File: src/sv/ud_pkg.sv
`timescale 1ns / 1ps

package ud_pkg;

  localparam int unsigned VALUE_WIDTH_DEF = 32;
  localparam int unsigned NIBBLE_W        = 4;
  localparam int unsigned CHAR_W          = 6;

  localparam logic [CHAR_W-1:0]   ASCII_ZERO = 6'h30;
  localparam logic [NIBBLE_W-1:0] BCD_LIMIT  = 4'd5;
  localparam logic [NIBBLE_W-1:0] BCD_ADJUST = 4'd3;

  typedef enum logic [1:0] {
    BackIdle,
    BackConv,
    BackEmit
  } back_state_e;

  typedef struct packed {
    logic valid;
    logic is_zero;
  } queue_head_t;

endpackage

File: src/sv/ud_front.sv
`timescale 1ns / 1ps

module ud_front #(
  parameter int unsigned VALUE_WIDTH = ud_pkg::VALUE_WIDTH_DEF
) (
  input  logic                   clk_i,
  input  logic                   rst_ni,
  input  logic                   in_valid_i,
  output logic                   in_ready_o,
  input  logic [VALUE_WIDTH-1:0] in_value_i,
  output ud_pkg::queue_head_t    head_o,
  output logic [VALUE_WIDTH-1:0] head_value_o,
  input  logic                   pop_i
);

  logic [VALUE_WIDTH-1:0] val_q [2];
  logic                   zero_q [2];
  logic                   wr_ptr_q, wr_ptr_d;
  logic                   rd_ptr_q, rd_ptr_d;
  logic [1:0]             count_q, count_d;
  logic                   push, pop;

  assign in_ready_o = (count_q != 2'd2);
  assign push       = in_valid_i && in_ready_o;
  assign pop        = head_o.valid && pop_i;

  assign head_o.valid   = (count_q != 2'd0);
  assign head_o.is_zero = zero_q[rd_ptr_q];
  assign head_value_o   = val_q[rd_ptr_q];

  always_comb begin
    wr_ptr_d = push ? ~wr_ptr_q : wr_ptr_q;
    rd_ptr_d = pop ? ~rd_ptr_q : rd_ptr_q;
    count_d  = count_q;
    if (push && !pop) begin
      count_d = count_q + 2'd1;
    end else if (pop && !push) begin
      count_d = count_q - 2'd1;
    end
  end

  always_ff @(posedge clk_i or negedge rst_ni) begin
    if (!rst_ni) begin
      wr_ptr_q <= 1'b0;
      rd_ptr_q <= 1'b0;
      count_q  <= 2'd0;
    end else begin
      wr_ptr_q <= wr_ptr_d;
      rd_ptr_q <= rd_ptr_d;
      count_q  <= count_d;
    end
  end

  // classify on entry: zero needs no conversion
  always_ff @(posedge clk_i) begin
    if (push) begin
      val_q[wr_ptr_q]  <= in_value_i;
      zero_q[wr_ptr_q] <= (in_value_i == '0);
    end
  end

endmodule

File: src/sv/ud_back.sv
`timescale 1ns / 1ps

module ud_back #(
  parameter int unsigned VALUE_WIDTH = ud_pkg::VALUE_WIDTH_DEF
) (
  input  logic                       clk_i,
  input  logic                       rst_ni,
  input  ud_pkg::queue_head_t        head_i,
  input  logic [VALUE_WIDTH-1:0]     head_value_i,
  output logic                       pop_o,
  output logic                       out_valid_o,
  input  logic                       out_ready_i,
  output logic [ud_pkg::CHAR_W-1:0]  out_char_o,
  output logic                       out_last_o
);

  localparam int unsigned NUM_DIGITS = (VALUE_WIDTH * 30103) / 100000 + 1;
  localparam int unsigned BCD_W      = NUM_DIGITS * ud_pkg::NIBBLE_W;
  localparam int unsigned CNT_W      = $clog2(VALUE_WIDTH + 1);
  localparam int unsigned DCNT_W     = $clog2(NUM_DIGITS + 1);

  ud_pkg::back_state_e state_q, state_d;

  logic [VALUE_WIDTH-1:0]         bin_q, bin_d;
  logic [BCD_W-1:0]               bcd_q, bcd_d;
  logic [BCD_W-1:0]               bcd_adj;
  logic [CNT_W-1:0]               cnt_q, cnt_d;
  logic [DCNT_W-1:0]              dcnt_q, dcnt_d;
  logic                           started_q, started_d;
  logic                           out_valid_q, out_valid_d;
  logic [ud_pkg::CHAR_W-1:0]      out_char_q, out_char_d;
  logic                           out_last_q, out_last_d;
  logic [ud_pkg::NIBBLE_W-1:0]    top_digit;
  logic                           is_last, need_emit, out_free;

  // add-3 on every digit of five or more
  always_comb begin
    for (int i = 0; i < int'(NUM_DIGITS); i++) begin
      bcd_adj[i*ud_pkg::NIBBLE_W +: ud_pkg::NIBBLE_W] =
        (bcd_q[i*ud_pkg::NIBBLE_W +: ud_pkg::NIBBLE_W] >= ud_pkg::BCD_LIMIT) ?
        bcd_q[i*ud_pkg::NIBBLE_W +: ud_pkg::NIBBLE_W] + ud_pkg::BCD_ADJUST :
        bcd_q[i*ud_pkg::NIBBLE_W +: ud_pkg::NIBBLE_W];
    end
  end

  assign top_digit = bcd_q[BCD_W-1 -: ud_pkg::NIBBLE_W];
  assign is_last   = (dcnt_q == DCNT_W'(1));
  assign need_emit = started_q || (top_digit != '0) || is_last;
  assign out_free  = !out_valid_q || out_ready_i;

  always_comb begin
    state_d     = state_q;
    bin_d       = bin_q;
    bcd_d       = bcd_q;
    cnt_d       = cnt_q;
    dcnt_d      = dcnt_q;
    started_d   = started_q;
    out_valid_d = out_valid_q && !out_ready_i;
    out_char_d  = out_char_q;
    out_last_d  = out_last_q;
    pop_o       = 1'b0;
    unique case (state_q)
      ud_pkg::BackIdle: begin
        pop_o = 1'b1;
        if (head_i.valid) begin
          bin_d     = head_value_i;
          bcd_d     = '0;
          cnt_d     = CNT_W'(VALUE_WIDTH);
          dcnt_d    = DCNT_W'(NUM_DIGITS);
          started_d = 1'b0;
          state_d   = head_i.is_zero ? ud_pkg::BackEmit : ud_pkg::BackConv;
        end
      end
      ud_pkg::BackConv: begin
        bcd_d = {bcd_adj[BCD_W-2:0], bin_q[VALUE_WIDTH-1]};
        bin_d = {bin_q[VALUE_WIDTH-2:0], 1'b0};
        cnt_d = cnt_q - CNT_W'(1);
        if (cnt_q == CNT_W'(1)) begin
          state_d = ud_pkg::BackEmit;
        end
      end
      ud_pkg::BackEmit: begin
        if (!need_emit || out_free) begin
          bcd_d  = {bcd_q[BCD_W-ud_pkg::NIBBLE_W-1:0], {ud_pkg::NIBBLE_W{1'b0}}};
          dcnt_d = dcnt_q - DCNT_W'(1);
          if (need_emit) begin
            out_valid_d = 1'b1;
            out_char_d  = ud_pkg::ASCII_ZERO | {2'b00, top_digit};
            out_last_d  = is_last;
            started_d   = 1'b1;
          end
          if (is_last) begin
            state_d = ud_pkg::BackIdle;
          end
        end
      end
      default: begin
        state_d = ud_pkg::BackIdle;
      end
    endcase
  end

  always_ff @(posedge clk_i or negedge rst_ni) begin
    if (!rst_ni) begin
      state_q     <= ud_pkg::BackIdle;
      cnt_q       <= '0;
      dcnt_q      <= '0;
      started_q   <= 1'b0;
      out_valid_q <= 1'b0;
    end else begin
      state_q     <= state_d;
      cnt_q       <= cnt_d;
      dcnt_q      <= dcnt_d;
      started_q   <= started_d;
      out_valid_q <= out_valid_d;
    end
  end

  always_ff @(posedge clk_i) begin
    bin_q      <= bin_d;
    bcd_q      <= bcd_d;
    out_char_q <= out_char_d;
    out_last_q <= out_last_d;
  end

  assign out_valid_o = out_valid_q;
  assign out_char_o  = out_char_q;
  assign out_last_o  = out_last_q;

endmodule

File: src/sv/unsigned_to_decimal_ascii.sv
`timescale 1ns / 1ps
// path: the input queue, then a shift-and-add-3 conversion over all VALUE_WIDTH bits,
// then the decimal positions in turn (leading zeros are dropped without output)
// the back end takes a new number only after the last digit of the one before,
// as it has a single shared double-dabble register; zero skips the conversion
// the two-entry input queue takes numbers while a conversion runs
// reset: asynchronous, active low, empties the queue and returns the back end to idle
module unsigned_to_decimal_ascii #(
  parameter int unsigned VALUE_WIDTH = ud_pkg::VALUE_WIDTH_DEF
) (
  input  logic                clk_i,
  input  logic                rst_ni,
  input  logic                s_axis_tvalid_i,
  output logic                s_axis_tready_o,
  // number_value, upper pad bits ignored
  input  logic [((VALUE_WIDTH+7)/8)*8-1:0] s_axis_tdata_i,
  output logic                m_axis_tvalid_o,
  input  logic                m_axis_tready_i,
  // digit_char [5:0], zero pad [7:6]
  output logic [7:0]          m_axis_tdata_o,
  output logic                m_axis_tlast_o
);

  ud_pkg::queue_head_t          head;
  logic [VALUE_WIDTH-1:0]       head_value;
  logic                         pop;
  logic [ud_pkg::CHAR_W-1:0]    out_char;

  ud_front #(
    .VALUE_WIDTH(VALUE_WIDTH)
  ) u_front (
    .clk_i       (clk_i),
    .rst_ni      (rst_ni),
    .in_valid_i  (s_axis_tvalid_i),
    .in_ready_o  (s_axis_tready_o),
    .in_value_i  (s_axis_tdata_i[VALUE_WIDTH-1:0]),
    .head_o      (head),
    .head_value_o(head_value),
    .pop_i       (pop)
  );

  ud_back #(
    .VALUE_WIDTH(VALUE_WIDTH)
  ) u_back (
    .clk_i       (clk_i),
    .rst_ni      (rst_ni),
    .head_i      (head),
    .head_value_i(head_value),
    .pop_o       (pop),
    .out_valid_o (m_axis_tvalid_o),
    .out_ready_i (m_axis_tready_i),
    .out_char_o  (out_char),
    .out_last_o  (m_axis_tlast_o)
  );

  assign m_axis_tdata_o = {2'b00, out_char};

endmodule

File: config.mk
export PLATFORM = sky130hd
export DESIGN_NAME = unsigned_to_decimal_ascii
export DESIGN_NICKNAME = d
export VERILOG_FILES = /design/src/sv/ud_pkg.sv /design/src/sv/ud_front.sv /design/src/sv/ud_back.sv /design/src/sv/unsigned_to_decimal_ascii.sv
export SDC_FILE = /design/constraint.sdc
export NUM_CORES = 1
export LEC_CHECK = 0
export BUFFER_PORTS_ARGS = -buffer_cell sky130_fd_sc_hd__buf_4
export CAP_MARGIN = 10
export CORE_MARGIN = 1.5
export CORE_UTILIZATION = 55
export DETAILED_ROUTE_END_ITERATION = 16
export HOLD_SLACK_MARGIN = 0.02
export PLACE_DENSITY = 0.76
export SYNTH_ARGS = -nofsm -noshare
export SYNTH_HDL_FRONTEND = slang
export SYNTH_HIERARCHICAL = 1
export SYNTH_SLANG_ARGS = --single-unit
File: constraint.sdc
create_clock -name clk_i -period 3.3 [get_ports clk_i]
set_clock_uncertainty 0.05 [all_clocks]
set_input_delay 0.66 -clock clk_i [delete_from_list [all_inputs] [get_ports clk_i]]
set_output_delay 0.66 -clock clk_i [all_outputs]
set_load 0.005 [all_outputs]
==> metrics.csv <==
stage,metric,value,unit
status,status,"finished, final reports clean",
critical_path,crit_path_end_kind,register,
yosys,synth_xor_xnor_area_share,0.0256,
yosys,synth_top_family_by_area,multiplexers,
sta,tns,0,ns
flow_run,drv_cap,0,
sta,timing.fmax,0.386,GHz
yosys,synth_top_area_frac,0.546,
yosys,synth-compound-area-share,0.0731,
yosys,avgSynthCellArea,13.7,sq um
critical_path,reg2reg_to,u_back/bcd_q[37],
routing,via_per_inst,5.63,
clock_network,ctsResizeCount,0,
clock_network,clockRootBuffer,clkbuf_16,
layout,antenna_cells,0,
layout,synthToLayoutAreaGrowth,13.0,%
floorplanning,rows,43,
clock_network,cts_htree_levels,4,
sta,rsz0062_at_grt,no,
floorplanning,die_w,123,um
placed_design,dp_slack,0.712,ns
yosys,synth.distinct_cells,52,
floorplanning,die-area,0.0150,sq mm
yosys,synth_warnings,6,
critical_path,worstPathMaxFanout,23,
clock_network,worstSkewPairLatency,0.41,ns
yosys,netlist.top_cell.by_area,edfxtp_1,
global_routing,grt_pass1_wl,21900,um
placed_design,place_congestion,0.809,
clock_network,post_cts_buffers,0,
clock_network,clockBufferDepth,2,
sta,hold_viol,0,
floorplanning,chipHeight,123,um
clock_network,ctsHoldBuffers,0,
yosys,synthAdderAreaFrac,0.0477,
placed_design,dpl.cell_count,783,
global_routing,antenna_found_initial,0,
clock_network,cts_buffers,17,
power,ir_worst_vdd,0.445,mV
layout,final_cell_mix,"edfxtp_1, buf_4, nand2_1",
yosys,synthSimpleGateAreaFrac,0.0896,
layout,final_cells,812,
global_routing,grt_max_degree,37,
layout,layout_commonest_cell,edfxtp_1,
yosys,synth_edf_count,143,
placed_design,port-buffer-count,42,
global_routing,grt_overflow,0,
critical_path,crit_type,reg2reg,
routing,drt-total-wl,12900,um
routing,drt_iter0_markers,324,
sta,finalMaxSlewViolations,0,
placed_design,hpwlAfterDp,8540,um
sta,worstMarginPinSlew,0.883,ns
critical_path,r2r_cells,7,
yosys,ys.flop_type,edfxtp_1,
routing,wl_per_cell,15.8,um
routing,drtAntennaViolNets,0,
yosys,synth_seq_cells,161,
clock_network,clkSinkCount,161,
clock_network,clk_pin_slew_worst_paths,0.06,ns
sta,period_share,0.786,
layout,drive_above_1_share,0.188,
power,p_leak,3.36,nW
yosys,syn_area,0.00786,sq mm
sta,slew-limit-headroom,0.410,
yosys,async_flop_share,0.112,
global_routing,grtUsageTotal,0.189,
yosys,synth_area_leaders,"edfxtp_1, dfrtp_1, mux2_4",
hold_path,hp-class,in2async,
critical_path,reg2reg_from,u_back/bcd_q[36],
layout,multi_input_area,0.00286,sq mm
floorplanning,initial_core_util,0.564,
floorplanning,boundaryPins,47,
yosys,yosysSeqAreaShare,0.604,
critical_path,cp.arrival,2.66,ns
critical_path,r2r_setup_slack,0.71,ns
critical_path,critPathRequiredTime,3.36,ns
sta,setup_viol,0,
floorplanning,design.core.area,0.0139,sq mm
critical_path,start_kind,register,
sta,layout_setup_ws,0.708,ns
layout,fin_nets,688,
sta,finalCriticalPeriod,2.59,ns
global_routing,grt_pass1_vias,4676,
power,power_density,942,mW/mm^2
layout,seq_area,0.00475,sq mm
routing,drc,0,
yosys,synthMuxAreaShare,0.124,
yosys,syn_inst,573,
layout,nFillCells,1002,
routing,vias,4573,
routing,firstDrtPassIters,4,
clock_network,cts_tree,done,
## area by class of cell
class,instances,share of cell area
Timing Repair Buffer,51,0.0445
Inverter,30,0.0127
Clock inverter,10,0.0127
Tap cell,180,0.0253
Sequential cell,161,0.534
Multi-Input combinational cell,361,0.322
Clock buffer,19,0.0487
## worst max path at each step
stage,from,endpoint,slack (ns),cells past startpoint
floorplan,u_back/bcd_q[36],u_back/bcd_q[0],0.41,6
CTS,u_back/bcd_q[36],u_back/bcd_q[37],0.70,7
global route,u_back/state_q[1],u_back/bcd_q[16],0.56,5
detailed placement,u_back/state_q[1],u_back/bcd_q[16],0.71,5
global placement,u_back/bcd_q[36],u_back/bcd_q[22],0.78,7
finish,u_back/bcd_q[36],u_back/bcd_q[37],0.71,7
## logic make-up after synthesis
group | Yosys count
adders and majority gates | 30
DFF | 161
and+or+nand+nor | 129
muxes | 78
AOI/OAI and AO/OA | 97
other | 2
xor gates and xnor gates | 23
buffers and inverters | 53
## worst max-delay path, cell delays in order, from the launching register on
cell and delay [ns]:
edfxtp_1 0.41, inv_1 0.14, ha_1 0.16, or4b_4 0.49, o21ai_2 0.18, o21ai_1 0.13
nor2_4 0.46, buf_12 0.25
## flip-flops by register name, summed over array words and instances (netlist names), 2 cells and up
name	count
u_back/state_q	2
u_front/zero_q	2
u_back/dcnt_q	4
u_back/bin_q	32
u_front/count_q	2
u_back/bcd_q	40
u_back/cnt_q	6
u_front/val_q	64
u_back/out_char_o	4
## synth_stat cells (all sizes together) (2+ instances only)
cell    instances
nand2          42
a311oi          2
a211oi          3
edfxtp        143
clkbuf         10
a32o            3
buf            13
inv            30
ha             30
nor2b           6
nor3b          14
and3b           2
o31ai           3
xnor2          14
a21o            4
conb            2
xor2            9
mux2           71
a21oi          30
nor2           17
nand3b          7
dfrtp          18
nand4           2
a32oi           2
mux2i           7
o21ai          43
nand2b         15
and3            3
nor4b           2
nor4            8
nand3           7
## routing by layer
layer  GRT usage  vias to the layer above  part of all wire
li1            -                     2209                 -
met1       0.235                     2236              0.43
met2       0.326                      113              0.52
met3      0.0390                       15             0.038
met4      0.0719                        0             0.013
met5           0                        -                 0
## where the power goes
group | leakage (nW) | internal, mW | switching (mW)
sequential | 1.64 | 3.24 | 0.470
combinational | 1.47 | 1.28 | 1.56
clock | 0.257 | 1.10 | 0.728
total | 3.36 | 5.62 | 2.75
## metrics by stage
stage | cell area [sq um] | total power, mW | hold WS, ns | utilization
finish | 8890 | 8.37 | 0.0589 | 0.638
global route | 8890 | 8.92 | 0.0591 | 0.638
CTS | 8890 | 8.45 | 0.0501 | 0.638
detailed placement | 8340 | 6.59 | 0.391 | 0.599
global placement | 8340 | 6.41 | 0.387 | 0.599
floorplan | 7870 | 5.88 | 0.314 | -
(Power assumes the default switching activity.)
